==> config.mk <==
export PLATFORM = sky130hd
export DESIGN_NAME = hsv_to_rgb_converter
export DESIGN_NICKNAME = d
export VERILOG_FILES = /design/src/hw/rtl/hsv_pkg.sv /design/src/hw/rtl/hsv_front.sv /design/src/hw/rtl/hsv_scale.sv /design/src/hw/rtl/hsv_to_rgb_converter.sv
export SDC_FILE = /design/constraint.sdc
export NUM_CORES = 2
export LEC_CHECK = 0
export ABC_AREA = 1
export BUFFER_PORTS_ARGS = -buffer_cell sky130_fd_sc_hd__buf_2
export CORE_UTILIZATION = 40
export CTS_BUF_LIST = sky130_fd_sc_hd__clkbuf_4
export DETAILED_ROUTE_END_ITERATION = 12
export PLACE_DENSITY = 0.53
export REMOVE_ABC_BUFFERS = 1
export SLEW_MARGIN = 30
export SYNTH_ARGS = -nofsm -noshare
export SYNTH_HDL_FRONTEND = slang
export SYNTH_HIERARCHICAL = 1
export SYNTH_SLANG_ARGS = --single-unit
export TNS_END_PERCENT = 30
==> constraint.sdc <==
create_clock -name clk -period 9.4 [get_ports clk]
set_input_delay 0.47 -clock clk [delete_from_list [all_inputs] [get_ports clk]]
set_output_delay 0.47 -clock clk [all_outputs]
set_load 0.01 [all_outputs]
==> src/hw/rtl/hsv_pkg.sv <==
// Shared types and constants for the HSV to RGB converter.
// No dependencies; used by every module of the converter.
`default_nettype none

package hsv_pkg;

    localparam int UNIT       = 256;
    localparam int SECTOR_DEG = 60;
    localparam int FULL_TURN  = 360;

    localparam int UNIT_W  = 9;
    localparam int HUE_W   = 9;
    localparam int REM_W   = 6;
    localparam int LEVEL_W = 14;
    localparam int NUM_W   = 23;
    localparam int CHAN_W  = 8;
    localparam int INDEX_W = 8;

    // floor(x / 15) == (x * RECIP_15) >> RECIP_SHIFT for any 12-bit x
    localparam int RECIP_15    = 4370;
    localparam int RECIP_W     = 13;
    localparam int RECIP_SHIFT = 16;

    localparam logic [INDEX_W-1:0] REG_SATURATION = 8'd0;
    localparam logic [INDEX_W-1:0] REG_BRIGHTNESS = 8'd1;

    localparam logic [UNIT_W-1:0] SAT_RESET = 9'd256;
    localparam logic [UNIT_W-1:0] BRI_RESET = 9'd26;

    typedef logic [2:0]         sector_t;
    typedef logic [LEVEL_W-1:0] level_t;
    typedef logic [CHAN_W-1:0]  chan_t;

    localparam sector_t SEC_RED_YEL  = 3'd0;
    localparam sector_t SEC_YEL_GRN  = 3'd1;
    localparam sector_t SEC_GRN_CYAN = 3'd2;
    localparam sector_t SEC_CYAN_BLU = 3'd3;
    localparam sector_t SEC_BLU_MAG  = 3'd4;
    localparam sector_t SEC_MAG_RED  = 3'd5;
    localparam sector_t SEC_NONE     = 3'd6;

    typedef struct packed {
        logic    valid;
        sector_t sector;
    } ctl_t;

endpackage

`default_nettype wire

==> src/hw/rtl/hsv_front.sv <==
// Front stages: hue split into sector and remainder, then the four level numerators.
// Depends on hsv_pkg.
`default_nettype none

module hsv_front (
    input  wire logic                         clk,
    input  wire logic                         rst_n,
    input  wire logic                         start,
    input  wire logic [hsv_pkg::HUE_W-1:0]    hue_degrees,
    input  wire logic [hsv_pkg::UNIT_W-1:0]   saturation,
    input  wire logic [hsv_pkg::UNIT_W-1:0]   brightness,
    output hsv_pkg::ctl_t                     ctl,
    output logic [hsv_pkg::UNIT_W-1:0]        bri,
    output hsv_pkg::level_t                   lvl_lo,
    output hsv_pkg::level_t                   lvl_fall,
    output hsv_pkg::level_t                   lvl_rise,
    output hsv_pkg::level_t                   lvl_top
);

    localparam logic [hsv_pkg::HUE_W-1:0]   DEG60  = 9'(hsv_pkg::SECTOR_DEG);
    localparam logic [hsv_pkg::HUE_W-1:0]   TURN   = 9'(hsv_pkg::FULL_TURN);
    localparam logic [hsv_pkg::UNIT_W-1:0]  UNITV  = 9'(hsv_pkg::UNIT);
    localparam logic [hsv_pkg::LEVEL_W-1:0] FULLX  = 14'(hsv_pkg::UNIT * hsv_pkg::SECTOR_DEG);
    localparam logic [hsv_pkg::REM_W-1:0]   DEG60R = 6'(hsv_pkg::SECTOR_DEG);

    hsv_pkg::ctl_t                    s1_ctl_reg, s1_ctl_next;
    logic [hsv_pkg::REM_W-1:0]        s1_rem_reg, s1_rem_next;
    logic [hsv_pkg::UNIT_W-1:0]       s1_sat_reg, s1_sat_next;
    logic [hsv_pkg::UNIT_W-1:0]       s1_bri_reg, s1_bri_next;

    hsv_pkg::ctl_t                    s2_ctl_reg;
    logic [hsv_pkg::UNIT_W-1:0]       s2_bri_reg;
    hsv_pkg::level_t                  s2_lo_reg, s2_lo_next;
    hsv_pkg::level_t                  s2_fall_reg, s2_fall_next;
    hsv_pkg::level_t                  s2_rise_reg, s2_rise_next;

    logic [hsv_pkg::HUE_W-1:0]        hue;
    logic [hsv_pkg::HUE_W-1:0]        base;
    logic [hsv_pkg::HUE_W-1:0]        rem_wide;
    logic [hsv_pkg::LEVEL_W+1:0]      s_rem;
    logic [hsv_pkg::LEVEL_W+1:0]      s_inv;
    logic [hsv_pkg::LEVEL_W+1:0]      lo_wide;

    // Stage 1: clamp registers, fold full turn, split hue
    always_comb
    begin
        s1_sat_next = (saturation > UNITV) ? UNITV : saturation;
        s1_bri_next = (brightness > UNITV) ? UNITV : brightness;
        hue = (hue_degrees == TURN) ? '0 : hue_degrees;
        priority if (hue < DEG60)
        begin
            s1_ctl_next.sector = hsv_pkg::SEC_RED_YEL;
            base = '0;
        end
        else if (hue < 9'(2 * hsv_pkg::SECTOR_DEG))
        begin
            s1_ctl_next.sector = hsv_pkg::SEC_YEL_GRN;
            base = DEG60;
        end
        else if (hue < 9'(3 * hsv_pkg::SECTOR_DEG))
        begin
            s1_ctl_next.sector = hsv_pkg::SEC_GRN_CYAN;
            base = 9'(2 * hsv_pkg::SECTOR_DEG);
        end
        else if (hue < 9'(4 * hsv_pkg::SECTOR_DEG))
        begin
            s1_ctl_next.sector = hsv_pkg::SEC_CYAN_BLU;
            base = 9'(3 * hsv_pkg::SECTOR_DEG);
        end
        else if (hue < 9'(5 * hsv_pkg::SECTOR_DEG))
        begin
            s1_ctl_next.sector = hsv_pkg::SEC_BLU_MAG;
            base = 9'(4 * hsv_pkg::SECTOR_DEG);
        end
        else if (hue < TURN)
        begin
            s1_ctl_next.sector = hsv_pkg::SEC_MAG_RED;
            base = 9'(5 * hsv_pkg::SECTOR_DEG);
        end
        else
        begin
            s1_ctl_next.sector = hsv_pkg::SEC_NONE;
            base = hue;
        end
        // gray: every level equals the top, any sector will do
        if (s1_sat_next == '0)
        begin
            s1_ctl_next.sector = hsv_pkg::SEC_RED_YEL;
        end
        rem_wide = hue - base;
        s1_rem_next = rem_wide[hsv_pkg::REM_W-1:0];
        s1_ctl_next.valid = start;
    end

    // Stage 2: level numerators over 256*60
    always_comb
    begin
        s_rem = 16'(s1_sat_reg) * 16'(s1_rem_reg);
        s_inv = 16'(s1_sat_reg) * 16'(DEG60R - s1_rem_reg);
        lo_wide = 16'(UNITV - s1_sat_reg) * 16'(DEG60);
        s2_lo_next   = lo_wide[hsv_pkg::LEVEL_W-1:0];
        s2_fall_next = FULLX - s_rem[hsv_pkg::LEVEL_W-1:0];
        s2_rise_next = FULLX - s_inv[hsv_pkg::LEVEL_W-1:0];
    end

    always_ff @(posedge clk or negedge rst_n)
    begin
        if (!rst_n)
        begin
            s1_ctl_reg <= '0;
            s2_ctl_reg <= '0;
        end
        else
        begin
            s1_ctl_reg <= s1_ctl_next;
            s2_ctl_reg <= s1_ctl_reg;
        end
    end

    always_ff @(posedge clk)
    begin
        s1_rem_reg  <= s1_rem_next;
        s1_sat_reg  <= s1_sat_next;
        s1_bri_reg  <= s1_bri_next;
        s2_bri_reg  <= s1_bri_reg;
        s2_lo_reg   <= s2_lo_next;
        s2_fall_reg <= s2_fall_next;
        s2_rise_reg <= s2_rise_next;
    end

    assign ctl      = s2_ctl_reg;
    assign bri      = s2_bri_reg;
    assign lvl_lo   = s2_lo_reg;
    assign lvl_fall = s2_fall_reg;
    assign lvl_rise = s2_rise_reg;
    assign lvl_top  = FULLX;

endmodule

`default_nettype wire

==> src/hw/rtl/hsv_scale.sv <==
// Channel scaler: floor(255 * v * x / (256*256*60)) over three register stages.
// Depends on hsv_pkg.
`default_nettype none

module hsv_scale (
    input  wire logic                        clk,
    input  wire logic [hsv_pkg::UNIT_W-1:0]  bri,
    input  wire hsv_pkg::level_t             level,
    output hsv_pkg::chan_t                   chan
);

    localparam int PROD_W = hsv_pkg::NUM_W + 8;
    localparam int Q_W    = hsv_pkg::LEVEL_W;
    localparam int X_W    = Q_W - 2;
    localparam int M_W    = X_W + hsv_pkg::RECIP_W;

    logic [hsv_pkg::NUM_W-1:0] num_reg, num_next;
    logic [Q_W-1:0]            q_reg, q_next;
    hsv_pkg::chan_t            chan_reg, chan_next;
    logic [PROD_W-1:0]         p255;
    logic [M_W-1:0]            m;

    always_comb
    begin
        num_next  = hsv_pkg::NUM_W'(bri) * hsv_pkg::NUM_W'(level);
        // times 255, then drop the 2^16 part of the divisor
        p255      = (PROD_W'(num_reg) << 8) - PROD_W'(num_reg);
        q_next    = p255[hsv_pkg::RECIP_SHIFT +: Q_W];
        // divide by 60: drop 4, then divide by 15 through the reciprocal
        m         = M_W'(q_reg[Q_W-1:2]) * M_W'(hsv_pkg::RECIP_15);
        chan_next = m[hsv_pkg::RECIP_SHIFT +: hsv_pkg::CHAN_W];
    end

    always_ff @(posedge clk)
    begin
        num_reg  <= num_next;
        q_reg    <= q_next;
        chan_reg <= chan_next;
    end

    assign chan = chan_reg;

endmodule

`default_nettype wire

==> src/hw/rtl/hsv_to_rgb_converter.sv <==
// Top level of the HSV to RGB converter: configuration registers, pipeline, output mux.
// Depends on hsv_pkg, hsv_front and hsv_scale.
//
//  channel  | ports                                   | handshake
//  ---------+-----------------------------------------+---------------------------
//  input    | start, busy, hue_degrees                | start & !busy
//  result   | done, red, green, blue, packed_color    | done, one cycle
//  config   | cfg_we, cfg_index, cfg_data             | cfg_we
//
// One item per clock; busy stays low. Six register stages: two front stages,
// three scaling stages (multiply, times 255, reciprocal multiply) and the output
// register. The first loads at the edge that takes the item; each result is then on
// the ports with done, both from output registers. Reset clears all valid bits and
// loads saturation 256 and brightness 26. The receiver cannot stall.
`default_nettype none

module hsv_to_rgb_converter (
    input  wire logic                          clk,
    input  wire logic                          rst_n,
    input  wire logic                          start,
    output logic                               busy,
    input  wire logic [hsv_pkg::HUE_W-1:0]     hue_degrees,
    input  wire logic                          cfg_we,
    input  wire logic [hsv_pkg::INDEX_W-1:0]   cfg_index,
    input  wire logic [hsv_pkg::UNIT_W-1:0]    cfg_data,
    output logic                               done,
    output logic [hsv_pkg::CHAN_W-1:0]         red,
    output logic [hsv_pkg::CHAN_W-1:0]         green,
    output logic [hsv_pkg::CHAN_W-1:0]         blue,
    output logic [3*hsv_pkg::CHAN_W-1:0]       packed_color
);

    localparam int SCALE_STAGES = 3;

    logic [hsv_pkg::UNIT_W-1:0] sat_reg;
    logic [hsv_pkg::UNIT_W-1:0] bri_reg;

    hsv_pkg::ctl_t              front_ctl;
    logic [hsv_pkg::UNIT_W-1:0] front_bri;
    hsv_pkg::level_t            lvl_lo, lvl_fall, lvl_rise, lvl_top;
    hsv_pkg::chan_t             ch_lo, ch_fall, ch_rise, ch_top;

    hsv_pkg::ctl_t              ctl_pipe_reg [SCALE_STAGES];
    logic                       done_reg;
    hsv_pkg::chan_t             red_reg, red_next;
    hsv_pkg::chan_t             green_reg, green_next;
    hsv_pkg::chan_t             blue_reg, blue_next;

    always_ff @(posedge clk or negedge rst_n)
    begin
        if (!rst_n)
        begin
            sat_reg <= hsv_pkg::SAT_RESET;
            bri_reg <= hsv_pkg::BRI_RESET;
        end
        else if (cfg_we)
        begin
            if (cfg_index == hsv_pkg::REG_SATURATION)
            begin
                sat_reg <= cfg_data;
            end
            if (cfg_index == hsv_pkg::REG_BRIGHTNESS)
            begin
                bri_reg <= cfg_data;
            end
        end
    end

    hsv_front u_front (
        .clk         (clk),
        .rst_n       (rst_n),
        .start       (start),
        .hue_degrees (hue_degrees),
        .saturation  (sat_reg),
        .brightness  (bri_reg),
        .ctl         (front_ctl),
        .bri         (front_bri),
        .lvl_lo      (lvl_lo),
        .lvl_fall    (lvl_fall),
        .lvl_rise    (lvl_rise),
        .lvl_top     (lvl_top)
    );

    hsv_scale u_scale_lo   (.clk(clk), .bri(front_bri), .level(lvl_lo),   .chan(ch_lo));
    hsv_scale u_scale_fall (.clk(clk), .bri(front_bri), .level(lvl_fall), .chan(ch_fall));
    hsv_scale u_scale_rise (.clk(clk), .bri(front_bri), .level(lvl_rise), .chan(ch_rise));
    hsv_scale u_scale_top  (.clk(clk), .bri(front_bri), .level(lvl_top),  .chan(ch_top));

    // hold sector and valid alongside the scaling stages
    always_ff @(posedge clk or negedge rst_n)
    begin
        if (!rst_n)
        begin
            for (int i = 0; i < SCALE_STAGES; i++)
            begin
                ctl_pipe_reg[i] <= '0;
            end
            done_reg <= 1'b0;
        end
        else
        begin
            ctl_pipe_reg[0] <= front_ctl;
            for (int i = 1; i < SCALE_STAGES; i++)
            begin
                ctl_pipe_reg[i] <= ctl_pipe_reg[i-1];
            end
            done_reg <= ctl_pipe_reg[SCALE_STAGES-1].valid;
        end
    end

    always_comb
    begin
        unique case (ctl_pipe_reg[SCALE_STAGES-1].sector)
            hsv_pkg::SEC_RED_YEL:
            begin
                red_next = ch_top;  green_next = ch_rise; blue_next = ch_lo;
            end
            hsv_pkg::SEC_YEL_GRN:
            begin
                red_next = ch_fall; green_next = ch_top;  blue_next = ch_lo;
            end
            hsv_pkg::SEC_GRN_CYAN:
            begin
                red_next = ch_lo;   green_next = ch_top;  blue_next = ch_rise;
            end
            hsv_pkg::SEC_CYAN_BLU:
            begin
                red_next = ch_lo;   green_next = ch_fall; blue_next = ch_top;
            end
            hsv_pkg::SEC_BLU_MAG:
            begin
                red_next = ch_rise; green_next = ch_lo;   blue_next = ch_top;
            end
            hsv_pkg::SEC_MAG_RED:
            begin
                red_next = ch_top;  green_next = ch_lo;   blue_next = ch_fall;
            end
            default:
            begin
                red_next = '0;      green_next = '0;      blue_next = '0;
            end
        endcase
    end

    always_ff @(posedge clk)
    begin
        red_reg   <= red_next;
        green_reg <= green_next;
        blue_reg  <= blue_next;
    end

    assign busy         = 1'b0;
    assign done         = done_reg;
    assign red          = red_reg;
    assign green        = green_reg;
    assign blue         = blue_reg;
    assign packed_color = {red_reg, green_reg, blue_reg};

endmodule

`default_nettype wire

==> results.ini <==
[timing]
tightest_slew_ps = 817
slew_headroom_pct = 45.6
clock_skew_ps = 63.8
tns_ps = 0
post-route-period-util_pct = 53.3
rsz0062_at_grt = no
finalHoldViolCount = 0
fmax_mhz = 199
post-route-min-period_ps = 5010
drv_slew = 0
setup_viol = 0
worst_slack_ps = 4390

[cells_and_area]
final_cells = 7409
fin_nets = 7003
drive_above_1_share_pct = 6.34
area_growth_pct = 7.13

[logic_synthesis]
synth_edf_count = 0
synth_cell_types = 59
synth_area_um2 = 42200
synth_flop_cell = dfxtp_1
yosysSeqAreaShare_pct = 15.0
synth_compound_area_share_pct = 5.63
synth_cells = 5891
async_reset_ff_share_pct = 12.7
synthTopCellsByArea = fa_1, ha_1, nand2_1
synth_top_family_by_area = adder cells
avgSynthCellArea_um2 = 7.17
synthTopCellsByCount = nand2_1, inv_1, ha_1, fa_1, nor2_1
synth_xor_area_share_pct = 2.24
synth_most_common_cell = nand2_1
synth_top_cell_by_area = fa_1
ys_warn_count = 6
yosys-mux-area-fraction_pct = 0
synthAdderAreaFrac_pct = 37.9
synth_top_area_share_pct = 21.3
synthSimpleGateAreaFrac_pct = 24.6
ys_ff_latch = 307

[grt]
overflow = 0
grt_pass1_vias = 36000
grtUsageTotal_pct = 19.4
grt_pass1_wl_um = 173000
antenna_found_initial = 7
grt_max_degree = 57

[clock_tree]
h-tree-depth = 3
clockBufferDepth = 3
clk_latency_ps = 880
post-cts-setup-buffers = 0
cts_tree = yes
cts_root_buf = clkbuf_4
postCtsResizedCells = 0
cts.clk_slew.worst_paths_ps = 70
cts_made_buffers = 88
cts.sinks = 307

[die]
fp.dieArea_um2 = 107000
die_w_um = 327
die_y_um = 327
io_pins = 80
core.rowCount = 118
start_util_pct = 40.6
core_um2 = 104000

[detailed_routing]
viasPerCell = 4.71
drtIter0Drc = 1501
routed-via-count = 34900
first_pass_iters = 5
drc = 0
wire_per_inst_um = 13.5
drt-total-wl_um = 100000
ant_nets = 0

[placement]
port_buffers = 78
hpwl_um = 82800
dp_cells = 7214
gp_congestion = 0.864
post-place-ws_ps = 4420

[hold_path]
min_path_type = input pin to flop
min_path_cells = 6

[setup_path]
arrival_ps = 5780
worstPathRequired_ps = 10160
rr_worst_depth = 22
critPathLaunchType = flop
end_kind = flop
critPathMaxFanout = 10
crit_type = flop to flop

[job]
max_cap_viol_count = 0

[pwr]
p_per_area_nw_per_um2 = 319
ir_worst_vdd_mv = 0.544
p_leak_nw = 27.3

[run_status]
outcome = completed

-- metal layers --
layer	GRT usage (%)	share of wire [%]	up-vias
met5	0	0	-
met4	4.84	1.8	0
met3	2.43	3.9	111
met2	33.0	47	579
met1	26.0	48	16300
li1	-	-	17900
-- timing repair --
| item | 4_1_cts | 5_1_grt |
|---|---|---|
| hold buffers | 39 | 0 |
| hold endpoints to repair | 66 | 0 |
| endpoints found under the setup margin | 0 | 0 |
-- cells by family after synthesis --
group | Yosys count
AND/OR/NAND/NOR | 2453
flip-flops | 307
buffers and inverters | 1592
adder cells (fa/ha/maj) | 1010
other | 3
XOR/XNOR | 108
AO/OA/AOI/OAI | 418
-- worst max-delay path, stage by stage, from the launching register on --
cell and delay, ps:
dfxtp_1 530, inv_2 80, ha_1 200, inv_1 100
nand3_2 90, nor2_4 140, nor2_1 100, inv_1 190
nand2_1 110, fa_1 580, fa_1 440, fa_1 540
inv_1 50, fa_1 520, inv_1 40, ha_1 350
a21oi_1 190, nand2_1 90, nand2_1 70, o211ai_1 90
a31oi_1 190, nand3b_1 140, nand2_1 60
-- power by group --
group          switching [mW]  internal, mW
logic                    6.91          3.90
clock network           0.591         0.685
registers               0.567          1.79
total                    8.07          6.37
-- metrics by stage --
stage                     utilization [%]  power (mW)  hold WS (ps)  area, um^2
final                                43.5        14.4           106       45300
after CTS                            43.5        14.6          4.85       45300
after floorplan                         -        10.2           174       41500
after global routing                 43.5        16.4          28.1       45300
after detailed placement             42.0        13.2           314       43700
after global placement               42.0        13.2           312       43700
-- final timing paths --
| kind | to | startpoint | slack [ps] |
|---|---|---|---|
| setup reg to reg | u_front/lvl_rise[13] | u_front/s1_rem_reg[1] | 4390 |
| setup / recovery | u_front/lvl_rise[13] | u_front/s1_rem_reg[1] | 4390 |
| hold reg to reg | u_front/bri[8] | u_front/s1_bri_reg[8] | 310 |
| min in group asynchronous | sat_reg[7] | rst_n | 220 |
| max in group asynchronous | ctl_pipe_reg[0] | rst_n | 8750 |
| hold / removal | bri_reg[5] | cfg_index[7] | 110 |
-- cell type report --
cell class / count / area (um^2)
diodes: 2 / 5.00
multi-input cells: 4006 / 29800
clock inverters: 32 / 231
well taps: 1380 / 1730
inverters: 1432 / 5380
flip-flops and latches: 307 / 6360
clock buffers: 122 / 916
repair buffers: 128 / 863
fillers: 10900 / 58800
-- layout by cell type (no fill, tap or decap), types with 5 or more instances in the layout --
master / n
dfxtp_1: 259
buf_4: 11
nor3_1: 45
clkinv_2: 9
nor3_2: 7
o21a_1: 12
and2_1: 6
conb_1: 17
xor2_1: 81
nor2_4: 8
a31oi_1: 12
nor2_2: 19
o21ai_1: 10
nand3_1: 246
buf_2: 78
nand4_1: 73
nand3_2: 12
nand2_2: 47
xnor2_1: 27
nand2_1: 1580
fa_1: 449
inv_1: 1403
dfrtp_1: 35
a21oi_1: 212
dfxtp_2: 9
nand3b_1: 26
clkinv_1: 20
o21ai_0: 81
a21o_1: 33
dlygate4sd3_1: 39
inv_2: 24
o21ai_2: 7
o31ai_1: 5
nor2_1: 348
ha_1: 561
clkbuf_4: 122
nor4_1: 10
o21bai_1: 28
No activity file was read; power rests on OpenSTA's default activity.
